==> src/rtl/photon_cluster_classifier_defines.svh <==
// Assertion helpers used by photon_cluster_classifier.sv.
`ifndef PHOTON_CLUSTER_CLASSIFIER_DEFINES_SVH
`define PHOTON_CLUSTER_CLASSIFIER_DEFINES_SVH

// Implication checked every clock, held off during reset.
`define PCC_ASSERT(label, prop, msg) \
  label: assert property (@(posedge clk_i) disable iff (!rst_ni) (prop)) else $error(msg);

// Antecedent this cycle, consequent in the next cycle.
`define PCC_ASSERT_NEXT(label, ante, cons, msg) \
  label: assert property (@(posedge clk_i) disable iff (!rst_ni) (ante) |=> (cons)) \
    else $error(msg);

`endif

==> src/rtl/pcc_pkg.sv <==
package pcc_pkg;

  localparam int unsigned RMS_W   = 20;
  localparam int unsigned SIGMA_W = 4;
  localparam int unsigned THR_W   = RMS_W + SIGMA_W;

  localparam logic [SIGMA_W-1:0] SIGMA_RESET = 4'd3;

  // APB side
  localparam int unsigned PADDR_W = 3;
  localparam int unsigned PDATA_W = 32;

  // register index, taken from paddr[2]
  localparam logic REG_SIGMA = 1'b0;

  typedef enum logic [1:0] {
    CLASS_PEDESTAL = 2'd0,
    CLASS_PHOTON   = 2'd1,
    CLASS_PEAK     = 2'd2,
    CLASS_NEG      = 2'd3
  } pcc_class_e;

endpackage

==> src/rtl/pcc_window.sv <==
module pcc_window import pcc_pkg::*; #(
  parameter int unsigned VALUE_WIDTH = 17
) (
  input  logic signed [VALUE_WIDTH-1:0]   pix_i [9],
  output logic signed [VALUE_WIDTH+3:0]   tot_o,
  output logic signed [VALUE_WIDTH+1:0]   best_o,
  output logic signed [VALUE_WIDTH-1:0]   max_o
);

  localparam int unsigned W  = VALUE_WIDTH;
  localparam int unsigned QW = W + 2;
  localparam int unsigned TW = W + 4;

  function automatic logic signed [W-1:0] vmax(logic signed [W-1:0] a,
                                               logic signed [W-1:0] b);
    return (a > b) ? a : b;
  endfunction

  function automatic logic signed [QW-1:0] qmax(logic signed [QW-1:0] a,
                                                logic signed [QW-1:0] b);
    return (a > b) ? a : b;
  endfunction

  logic signed [W-1:0]  m0, m1, m2, m3, m4, n0, n1, o0;
  logic signed [QW-1:0] q_nw, q_ne, q_sw, q_se;

  // window total, balanced adds
  assign tot_o = (TW'(pix_i[0]) + TW'(pix_i[1]) + TW'(pix_i[2]))
               + (TW'(pix_i[3]) + TW'(pix_i[4]) + TW'(pix_i[5]))
               + (TW'(pix_i[6]) + TW'(pix_i[7]) + TW'(pix_i[8]));

  // corner quadrants that hold the centre
  assign q_nw = QW'(pix_i[0]) + QW'(pix_i[1]) + QW'(pix_i[3]) + QW'(pix_i[4]);
  assign q_ne = QW'(pix_i[1]) + QW'(pix_i[2]) + QW'(pix_i[4]) + QW'(pix_i[5]);
  assign q_sw = QW'(pix_i[3]) + QW'(pix_i[4]) + QW'(pix_i[6]) + QW'(pix_i[7]);
  assign q_se = QW'(pix_i[4]) + QW'(pix_i[5]) + QW'(pix_i[7]) + QW'(pix_i[8]);

  assign best_o = qmax(qmax(q_nw, q_ne), qmax(q_sw, q_se));

  // max tree, floor at zero
  assign m0    = vmax(pix_i[0], pix_i[1]);
  assign m1    = vmax(pix_i[2], pix_i[3]);
  assign m2    = vmax(pix_i[4], pix_i[5]);
  assign m3    = vmax(pix_i[6], pix_i[7]);
  assign m4    = vmax(pix_i[8], '0);
  assign n0    = vmax(m0, m1);
  assign n1    = vmax(m2, m3);
  assign o0    = vmax(n0, n1);
  assign max_o = vmax(o0, m4);

endmodule

==> src/rtl/pcc_classify.sv <==
module pcc_classify import pcc_pkg::*; #(
  parameter int unsigned VALUE_WIDTH   = 17,
  parameter int unsigned RMS_FRAC_BITS = 4
) (
  input  logic signed [VALUE_WIDTH-1:0] c_i,
  input  logic signed [VALUE_WIDTH+3:0] tot_i,
  input  logic signed [VALUE_WIDTH+1:0] best_i,
  input  logic signed [VALUE_WIDTH-1:0] max_i,
  input  logic        [SIGMA_W-1:0]     sigma_i,
  input  logic        [RMS_W-1:0]       rms_i,
  output pcc_class_e                    class_o
);

  localparam int unsigned SW = VALUE_WIDTH + 4 + RMS_FRAC_BITS;
  localparam int unsigned CW = ((SW > THR_W + 2) ? SW : THR_W + 2) + 1;

  logic        [THR_W-1:0] thr;
  logic signed [CW-1:0]    thr1, thr2, thr3;
  logic signed [CW-1:0]    c_s, tot_s, best_s, max_s;
  logic                    neg, photon;

  assign thr  = THR_W'(sigma_i) * THR_W'(rms_i);
  assign thr1 = signed'(CW'(thr));
  assign thr2 = thr1 <<< 1;
  assign thr3 = thr1 + thr2;

  // pixel values lined up with the RMS fraction
  assign c_s    = CW'(c_i)    <<< RMS_FRAC_BITS;
  assign tot_s  = CW'(tot_i)  <<< RMS_FRAC_BITS;
  assign best_s = CW'(best_i) <<< RMS_FRAC_BITS;
  assign max_s  = CW'(max_i)  <<< RMS_FRAC_BITS;

  assign neg    = c_s < -thr1;
  assign photon = (max_s > thr1) || (tot_s > thr3) || (best_s > thr2);

  always_comb begin
    if (neg) begin
      class_o = CLASS_NEG;
    end else if (!photon) begin
      class_o = CLASS_PEDESTAL;
    end else if (c_i == max_i) begin
      class_o = CLASS_PEAK;
    end else begin
      class_o = CLASS_PHOTON;
    end
  end

endmodule

==> src/rtl/photon_cluster_classifier.sv <==
// Channel   Handshake                 Payload
// input     in_valid_i / in_stall_o   pix_nw_i .. pix_se_i, noise_rms_i
// output    out_valid_o / out_stall_i pixel_class_o
// config    APB (psel .. pready)      sigma_multiple at address 0
//
// One window per cycle sustained while out_stall_i stays low.
// Stage 1 registers the window, one combinational pass (sum/max trees, threshold
// multiply, compares) feeds the result register.
// Reset clears both valid flags and sets sigma_multiple to 3.
// A stalled result holds; stage 1 keeps taking a window while the result slot
// frees up in the same cycle, so in_stall_o rises only with both stages full.
`include "photon_cluster_classifier_defines.svh"

module photon_cluster_classifier import pcc_pkg::*; #(
  parameter int unsigned VALUE_WIDTH   = 17,
  parameter int unsigned RMS_FRAC_BITS = 4
) (
  input  logic                          clk_i,
  input  logic                          rst_ni,
  // window in
  input  logic                          in_valid_i,
  output logic                          in_stall_o,
  input  logic signed [VALUE_WIDTH-1:0] pix_nw_i,
  input  logic signed [VALUE_WIDTH-1:0] pix_n_i,
  input  logic signed [VALUE_WIDTH-1:0] pix_ne_i,
  input  logic signed [VALUE_WIDTH-1:0] pix_w_i,
  input  logic signed [VALUE_WIDTH-1:0] pix_c_i,
  input  logic signed [VALUE_WIDTH-1:0] pix_e_i,
  input  logic signed [VALUE_WIDTH-1:0] pix_sw_i,
  input  logic signed [VALUE_WIDTH-1:0] pix_s_i,
  input  logic signed [VALUE_WIDTH-1:0] pix_se_i,
  input  logic        [RMS_W-1:0]       noise_rms_i,
  // class out
  output logic                          out_valid_o,
  input  logic                          out_stall_i,
  output logic        [1:0]             pixel_class_o,
  // APB
  input  logic                          psel,
  input  logic                          penable,
  input  logic                          pwrite,
  input  logic        [PADDR_W-1:0]     paddr,
  input  logic        [PDATA_W-1:0]     pwdata,
  output logic        [PDATA_W-1:0]     prdata,
  output logic                          pready
);

  localparam int unsigned W = VALUE_WIDTH;

  // ---- configuration register ----
  logic [SIGMA_W-1:0] sigma_q;
  logic               cfg_wr;

  assign pready = 1'b1;
  assign cfg_wr = psel && penable && pwrite && (paddr[2] == REG_SIGMA);

  always_ff @(posedge clk_i or negedge rst_ni) begin
    if (!rst_ni) begin
      sigma_q <= SIGMA_RESET;
    end else if (cfg_wr) begin
      sigma_q <= pwdata[SIGMA_W-1:0];
    end
  end

  assign prdata = (paddr[2] == REG_SIGMA) ? PDATA_W'(sigma_q) : '0;

  // ---- flow control ----
  // out_ready: result slot empty or being drained this cycle.
  logic v1_q, out_valid_q;
  logic out_ready, in_ready;

  assign out_ready  = !out_valid_q || !out_stall_i;
  assign in_ready   = !v1_q || out_ready;
  assign in_stall_o = !in_ready;

  always_ff @(posedge clk_i or negedge rst_ni) begin
    if (!rst_ni) begin
      v1_q        <= 1'b0;
      out_valid_q <= 1'b0;
    end else begin
      if (in_ready) begin
        v1_q <= in_valid_i;
      end
      if (out_ready) begin
        out_valid_q <= v1_q;
      end
    end
  end

  // ---- stage 1: window register ----
  logic signed [W-1:0] win_q [9];
  logic        [RMS_W-1:0] rms_q;

  always_ff @(posedge clk_i) begin
    if (in_ready && in_valid_i) begin
      win_q[0] <= pix_nw_i;
      win_q[1] <= pix_n_i;
      win_q[2] <= pix_ne_i;
      win_q[3] <= pix_w_i;
      win_q[4] <= pix_c_i;
      win_q[5] <= pix_e_i;
      win_q[6] <= pix_sw_i;
      win_q[7] <= pix_s_i;
      win_q[8] <= pix_se_i;
      rms_q    <= noise_rms_i;
    end
  end

  // ---- window features and classification ----
  logic signed [W+3:0] tot;
  logic signed [W+1:0] best;
  logic signed [W-1:0] mx;
  pcc_class_e          class_d;
  pcc_class_e          class_q;

  pcc_window #(
    .VALUE_WIDTH (VALUE_WIDTH)
  ) u_window (
    .pix_i  (win_q),
    .tot_o  (tot),
    .best_o (best),
    .max_o  (mx)
  );

  pcc_classify #(
    .VALUE_WIDTH   (VALUE_WIDTH),
    .RMS_FRAC_BITS (RMS_FRAC_BITS)
  ) u_classify (
    .c_i     (win_q[4]),
    .tot_i   (tot),
    .best_i  (best),
    .max_i   (mx),
    .sigma_i (sigma_q),
    .rms_i   (rms_q),
    .class_o (class_d)
  );

  // ---- result register ----
  always_ff @(posedge clk_i) begin
    if (out_ready && v1_q) begin
      class_q <= class_d;
    end
  end

  assign out_valid_o   = out_valid_q;
  assign pixel_class_o = class_q;

  // ---- checks ----
  `PCC_ASSERT(a_stall_needs_full, !in_stall_o || (v1_q && out_valid_q && out_stall_i), "input stalled with room in the pipe")
  `PCC_ASSERT_NEXT(a_stage1_moves, v1_q && out_ready, out_valid_q, "stage 1 window lost on the way to the result register")
  `PCC_ASSERT_NEXT(a_no_phantom, !v1_q && !out_stall_i, !out_valid_q, "result appeared without a window in stage 1")
  `PCC_ASSERT_NEXT(a_cfg_write, cfg_wr, sigma_q == $past(pwdata[SIGMA_W-1:0]), "sigma write not applied")

endmodule

==> config.mk <==
export PLATFORM = sky130hd
export DESIGN_NAME = photon_cluster_classifier
export DESIGN_NICKNAME = d
export VERILOG_FILES = /design/src/rtl/pcc_pkg.sv /design/src/rtl/pcc_window.sv /design/src/rtl/pcc_classify.sv /design/src/rtl/photon_cluster_classifier.sv
export VERILOG_INCLUDE_DIRS = /design/src /design/src/rtl
export SDC_FILE = /design/constraint.sdc
export NUM_CORES = 1
export LEC_CHECK = 0
export BUFFER_PORTS_ARGS = -buffer_cell sky130_fd_sc_hd__buf_2
export CAP_MARGIN = 20
export CORE_ASPECT_RATIO = 1.75
export CORE_MARGIN = 2
export CORE_UTILIZATION = 40
export CTS_BUF_LIST = sky130_fd_sc_hd__clkbuf_2
export DETAILED_ROUTE_END_ITERATION = 12
export GPL_TIMING_DRIVEN = 0
export PLACE_DENSITY_LB_ADDON = 0.05
export REMOVE_ABC_BUFFERS = 1
export SLEW_MARGIN = 20
export SYNTH_ARGS = -nofsm -noshare
export SYNTH_HDL_FRONTEND = slang
export SYNTH_SLANG_ARGS = --single-unit
==> constraint.sdc <==
create_clock -name clk_i -period 28.6 [get_ports clk_i]
set_clock_uncertainty 0.2 [all_clocks]
set_input_delay 1.43 -clock clk_i [delete_from_list [all_inputs] [get_ports clk_i]]
set_output_delay 1.43 -clock clk_i [all_outputs]
set_load 0.05 [all_outputs]
After elaboration in Yosys (flattened, before gate mapping)
Cells that the tools add are included.
{"block": "totals", "register_bits": 181, "input_bits": 215}
{"block": "op_classes", "n_addsub": 22, "multipliers": 1, "order_cmp": 16, "n_eq_ne": 1, "mux": 15, "n_bitwise": 1, "reduce_logical": 13}
{"op": "17-bit two-way mux", "n": 9}
{"op": "17-bit greater-than comparator", "n": 8}
{"op": "18-bit by 17-bit adder with 19-bit output", "n": 7}
{"op": "17-bit by 17-bit adder with 18-bit output", "n": 7}
{"op": "19-bit by 17-bit adder with 19-bit output", "n": 4}
{"op": "19-bit greater-than comparator", "n": 3}
{"op": "19-bit two-way mux", "n": 3}
{"op": "21-bit adder", "n": 2}
{"op": "25-bit by 27-bit greater-than comparator with 1-bit output", "n": 1}
{"op": "21-bit by 27-bit < comparator with 1-bit output", "n": 1}
{"op": "24-bit negator with 27-bit output", "n": 1}
{"op": "24-bit by 25-bit adder with 26-bit output", "n": 1}
{"op": "23-bit by 26-bit greater-than comparator with 1-bit output", "n": 1}
{"op": "21-bit by 25-bit greater-than comparator with 1-bit output", "n": 1}
{"op": "4-bit by 20-bit multiplier with 24-bit output", "n": 1}
{"op": "17-bit == test", "n": 1}
{"op": "17-bit by 1-bit greater-than comparator with 1-bit output, second input constant", "n": 1}
{"op": "1-bit logical AND", "n": 5}
{"op": "1-bit logical NOT", "n": 4}
{"op": "1-bit logical OR", "n": 4}
{"op": "2-bit two-way mux", "n": 2}
{"op": "4-bit two-way mux", "n": 1}
{"op": "1-bit inverter", "n": 1}

Logic depth before layout (Yosys ltp)
{"block": "logic_depth", "depth_word": 12, "ltp_mapped": 54}

By module
A second synthesis with hierarchy kept.
{"block": "hier_totals", "hier_cells": 2946, "area_unflattened_um2": 29168.0}
{"module": "pcc_window", "instances": 1, "cells_per_inst": 1850, "area_each_um2": 16766.1}
{"module": "pcc_classify", "instances": 1, "cells_per_inst": 869, "area_each_um2": 6628.9}
{"module": "photon_cluster_classifier", "instances": 1, "cells_per_inst": 227, "area_each_um2": 5773.0}

Worst setup path after synthesis
OpenSTA, ideal clock, no wires.
{"block": "synth_timing", "kind": "register -> register", "from": "reg win_q[84] (netlist bit)", "to": "reg class_q[0] (netlist: pixel_class_o[0]) (data pin)", "setup_ns": 0.255, "t_arrival_ns": 10.636, "t_required_ns": 28.145, "setup_slack_ns": 17.510, "path_stages_with_launch": 45, "n_path_buf": 7, "synth_period_minus_slack_ns": 11.090, "cell_sequence": "edfxtp_1 ha_1 nand4_1 nor2_1 or3_1 o41a_2 nand2_2 buf_2 mux2_2 ha_1 nand4_1 a311oi_1 o31a_1 o32ai_2 nor2_1 buf_2 mux2i_1 inv_1 (+9 left out) o21ai_0 ha_1 a21oi_1 o21ai_0 a2111oi_0 a21oi_1 mux2_2 nand2_1 clkbuf_1 clkbuf_1 a21oi_1 ha_1 nand4_1 or2_2 or4_1 o221ai_1 and4_1 o21ba_1"}
{"block": "synth_via", "elab_chain_cells": 12, "elab_cells_between_ends": 36}
{"element": "start: declaration", "line_no": "photon_cluster_classifier.sv:90", "text": "logic signed [W-1:0] win_q [9];"}
{"element": "branches (longest 12 deep; another with 23-bit by 26-bit greater-than comparator with 1-bit output)"}
{"element": "end signal: assignment", "line_no": "photon_cluster_classifier.sv:140", "text": "class_q <= class_d;"}
{"element": "end: declaration", "line_no": "photon_cluster_classifier.sv:113", "text": "pcc_class_e class_q;"}
Parallel ways; which one is timed is not known.
A chain may end at the register's enable or synchronous reset.

Final worst setup path
{"block": "layout_timing", "from": "reg win_q[27] (netlist bit)", "to": "reg class_q[0] (netlist: pixel_class_o[0]) (data pin)"}
{"block": "layout_via", "elab_chain_cells": 12, "elab_cells_between_ends": 26}
{"element": "17-bit greater-than comparator", "line_no": "pcc_window.sv:16", "text": "return (a > b) ? a : b;"}
{"element": "17-bit two-way mux", "line_no": "pcc_window.sv:16"}
{"element": "17-bit greater-than comparator", "line_no": "pcc_window.sv:16"}
{"element": "17-bit two-way mux", "line_no": "pcc_window.sv:16"}
{"element": "17-bit greater-than comparator", "line_no": "pcc_window.sv:16"}
{"element": "17-bit two-way mux", "line_no": "pcc_window.sv:16"}
{"element": "17-bit greater-than comparator", "line_no": "pcc_window.sv:16"}
{"element": "17-bit two-way mux", "line_no": "pcc_window.sv:16"}
{"element": "21-bit by 25-bit greater-than comparator with 1-bit output", "line_no": "pcc_classify.sv:34", "text": "assign photon = (max_s > thr1) || (tot_s > thr3) || (best_s > thr2);"}
{"element": "1-bit logical OR (2 in series)", "line_no": "pcc_classify.sv:34"}
{"element": "2-bit two-way mux *", "line_no": "pcc_classify.sv:39", "text": "end else if (!photon) begin"}
Every way passes the cells marked *; elsewhere a longest branch is shown, timed or not.

==> impl_results.md <==
* FF-to-FF End: pixel_class_o[0]
* Final hold viol count at 0
* DRT Wirelength at 120,000 um
* Later-pin clock latency in the skew report at about 1200 ps
* Max stage delay on crit path at between 900 and 1000 ps
* Post-layout util at 0.459
* TritonCTS clock tree: yes
* Drt first pass iters at 5
* Worst-path fanout max at 38
* Gpl congestion at 1.03
* # resized after CTS at 0
* Yosys warns at 0
* Vias in the first global route at ~27,000
* Final worst path period need at between 15,000 and 20,000 ps
* Register area share after synthesis at 0.182
* Die Span X at around 210 um
* Most frequent cells in the layout: ha_1, inv_1, a21oi_1
* Most frequent CP cell: ha_1
* Setup Crit Path Kind: reg -> reg
* Class of the worst hold path: in -> async
* Core Area at around 74,000 um2
* Initial Util at 0.402
* Ys flop type: edfxtp_1
* HPWL Detailed at a little over 100,000 um
* Seq cells post-synth at ~180
* Root Buffer: clkbuf_2
* CTS clock-pin slew for the worst setup and hold paths at around 310 ps
* Vias/cell at between 5 and 6
* CTS sink count at about 180
* Post-Syn Instances at just over 3,000
* R2r startpoint: win_q[27]
* Most common cell after layout, fill and taps aside: ha_1
* DR vias at approximately 25,000
* Max Cap Viol at 0
* Die Ht at between 300 and 400 um
* Critical path capture point type: flop
* Ports at 252
* Final ANT Viol Nets at 0
* Setup TNS at 0 ps
* CTS max path bufs at 2
* Register area at about 5400 um2
* DIE AREA at 76,500 um2
* FP Rows at between 100 and 150
* Footprint of the multi-input gates at 23,000 um2
* Synth unique cells at 96
* RSZ-0062 raised after global routing: no
* Nets at approximately 4,400
* # port buffers at approximately 190
* Synth Cell Area at 29,700 um2
* Grt total ovfl at 0
* Arrival @ worst endpoint at 17,670 ps
* Status: complete, no violations
* Final period utilization at 0.590
* Drt drc at 0
* H-tree levels at 4
* Fill cell count at 7,044
* First-pass GRT wire length at roughly 170,000 um
* Initial antenna violation count at 2
* Max-slew violations at 0
* Async SR Flop Fraction at 0.0331
* Synth Area per Inst at around 9.6 um2
* EDFF count, synth at between 150 and 200
* Reg2reg path depth at 39
* Least-Margin Pin Slew at roughly 1100 ps
* CTS buffer count at 17
* Area grow syn2layout at 14.1%
* Internal reg-to-reg setup slack at about 12,000 ps
* WL/cell at around 27 um
* DRT iter0 DRCs at 1,177
* Critical path's slowest cell: nor4_2
* Largest net degree at the start of global routing at 58
* Slew headroom at 0.239
* Share of cells above drive strength 1 at 0.0920
* GRT Resource Usage Total at 0.317
* Worst Setup Start Kind: flop
* Max Fclk at between 50 and 60 MHz
* CP required at 29,400 ps
* Final Setup Violations at 0
[per-stage QoR]
| step | setup slack, ps | cells | cell area (um2) | hold WS, ps |
|---|---|---|---|---|
| after CTS | 12120 | 4402 | 33800 | 41.9 |
| final | 11730 | 4408 | 33900 | 314 |
| after global placement | 10330 | 4179 | 31500 | 256 |
| after floorplan | 17090 | 3049 | 29300 | 243 |
| after detailed placement | 12190 | 4190 | 31800 | 283 |
| after global routing | 11350 | 4408 | 33900 | 183 |
[state kept, by name, indices dropped and copies added (netlist names)]
register       cells
v1_q               1
sigma_q            4
pixel_class_o      2
win_q            153
rms_q             20
out_valid_o        1
[how the worst max path moves through the flow]
stage / slack [ps] / from / endpoint / cells past startpoint
floorplan: 17090 / win_q[133] / pixel_class_o[0] / 38
global placement: 10330 / win_q[82] / pixel_class_o[0] / 39
detailed placement: 12190 / win_q[27] / pixel_class_o[0] / 40
CTS: 12120 / win_q[27] / pixel_class_o[0] / 40
global route: 11350 / win_q[27] / pixel_class_o[0] / 39
finish: 11730 / win_q[27] / pixel_class_o[0] / 39
[worst max-delay path, delay by kind of cell, from the launching register on]
kind,cells,cell delay [ps]
AND/OR/NAND/NOR,15,7780
buffers and inverters,2,260
multiplexers,2,1080
adder cells (fa/ha/maj),5,1750
flip-flops,1,660
AO/OA/AOI/OAI,15,4920
[logic make-up (layout without fill, tap and decap cells)]
logic type	after synthesis	count (layout)	synth area share
compound gates	781	781	0.174
fa+ha+maj	748	748	0.379
simple gates	747	747	0.124
buf+inv	351	688	0.0496
xor+xnor	200	200	0.0590
flops	181	181	0.182
mux	91	91	0.0327
other cells	2	34	0.000253
[final cells by class]
type,count,share of cell area
multi-input cells,2597,0.679
flip-flops and latches,181,0.160
repair buffers,385,0.0888
well taps,938,0.0347
inverters,271,0.0300
clock inverters,14,0.00510
clock buffers,18,0.00266
diodes,4,0.000296
[Yosys cell counts (all sizes together) (35+ instances only)]
master	count	area, um2
o21ai	138	691
inv	271	1020
nor2b	42	263
nand4	57	363
and3	35	219
ha	497	6220
and2	39	244
a21o	80	601
nand2	213	802
xnor2	144	1260
mux2i	56	564
nor2	168	631
fa	251	5020
xor2	56	490
edfxtp	175	5260
a21oi	261	1320
buf	43	318
o21bai	51	383
mux2	35	405
nand3	48	240
clkbuf	37	139
nor3	50	255
[routing by layer]
metal / global-route usage / routed length, um / up-vias
li1: - / - / 11900
met1: 0.300 / 40300 / 12500
met2: 0.597 / 63500 / 628
met3: 0.0347 / 3080 / 308
met4: 0.293 / 12800 / 0
met5: 0 / 0 / -
[timing repair]
item,CTS,global route
hold buffers,180,0
buffers inserted,0,0
endpoints found under the hold margin,185,0
Power is not shown: default switching activity piles up to over one toggle a cycle in this logic, so the estimate is an artifact.
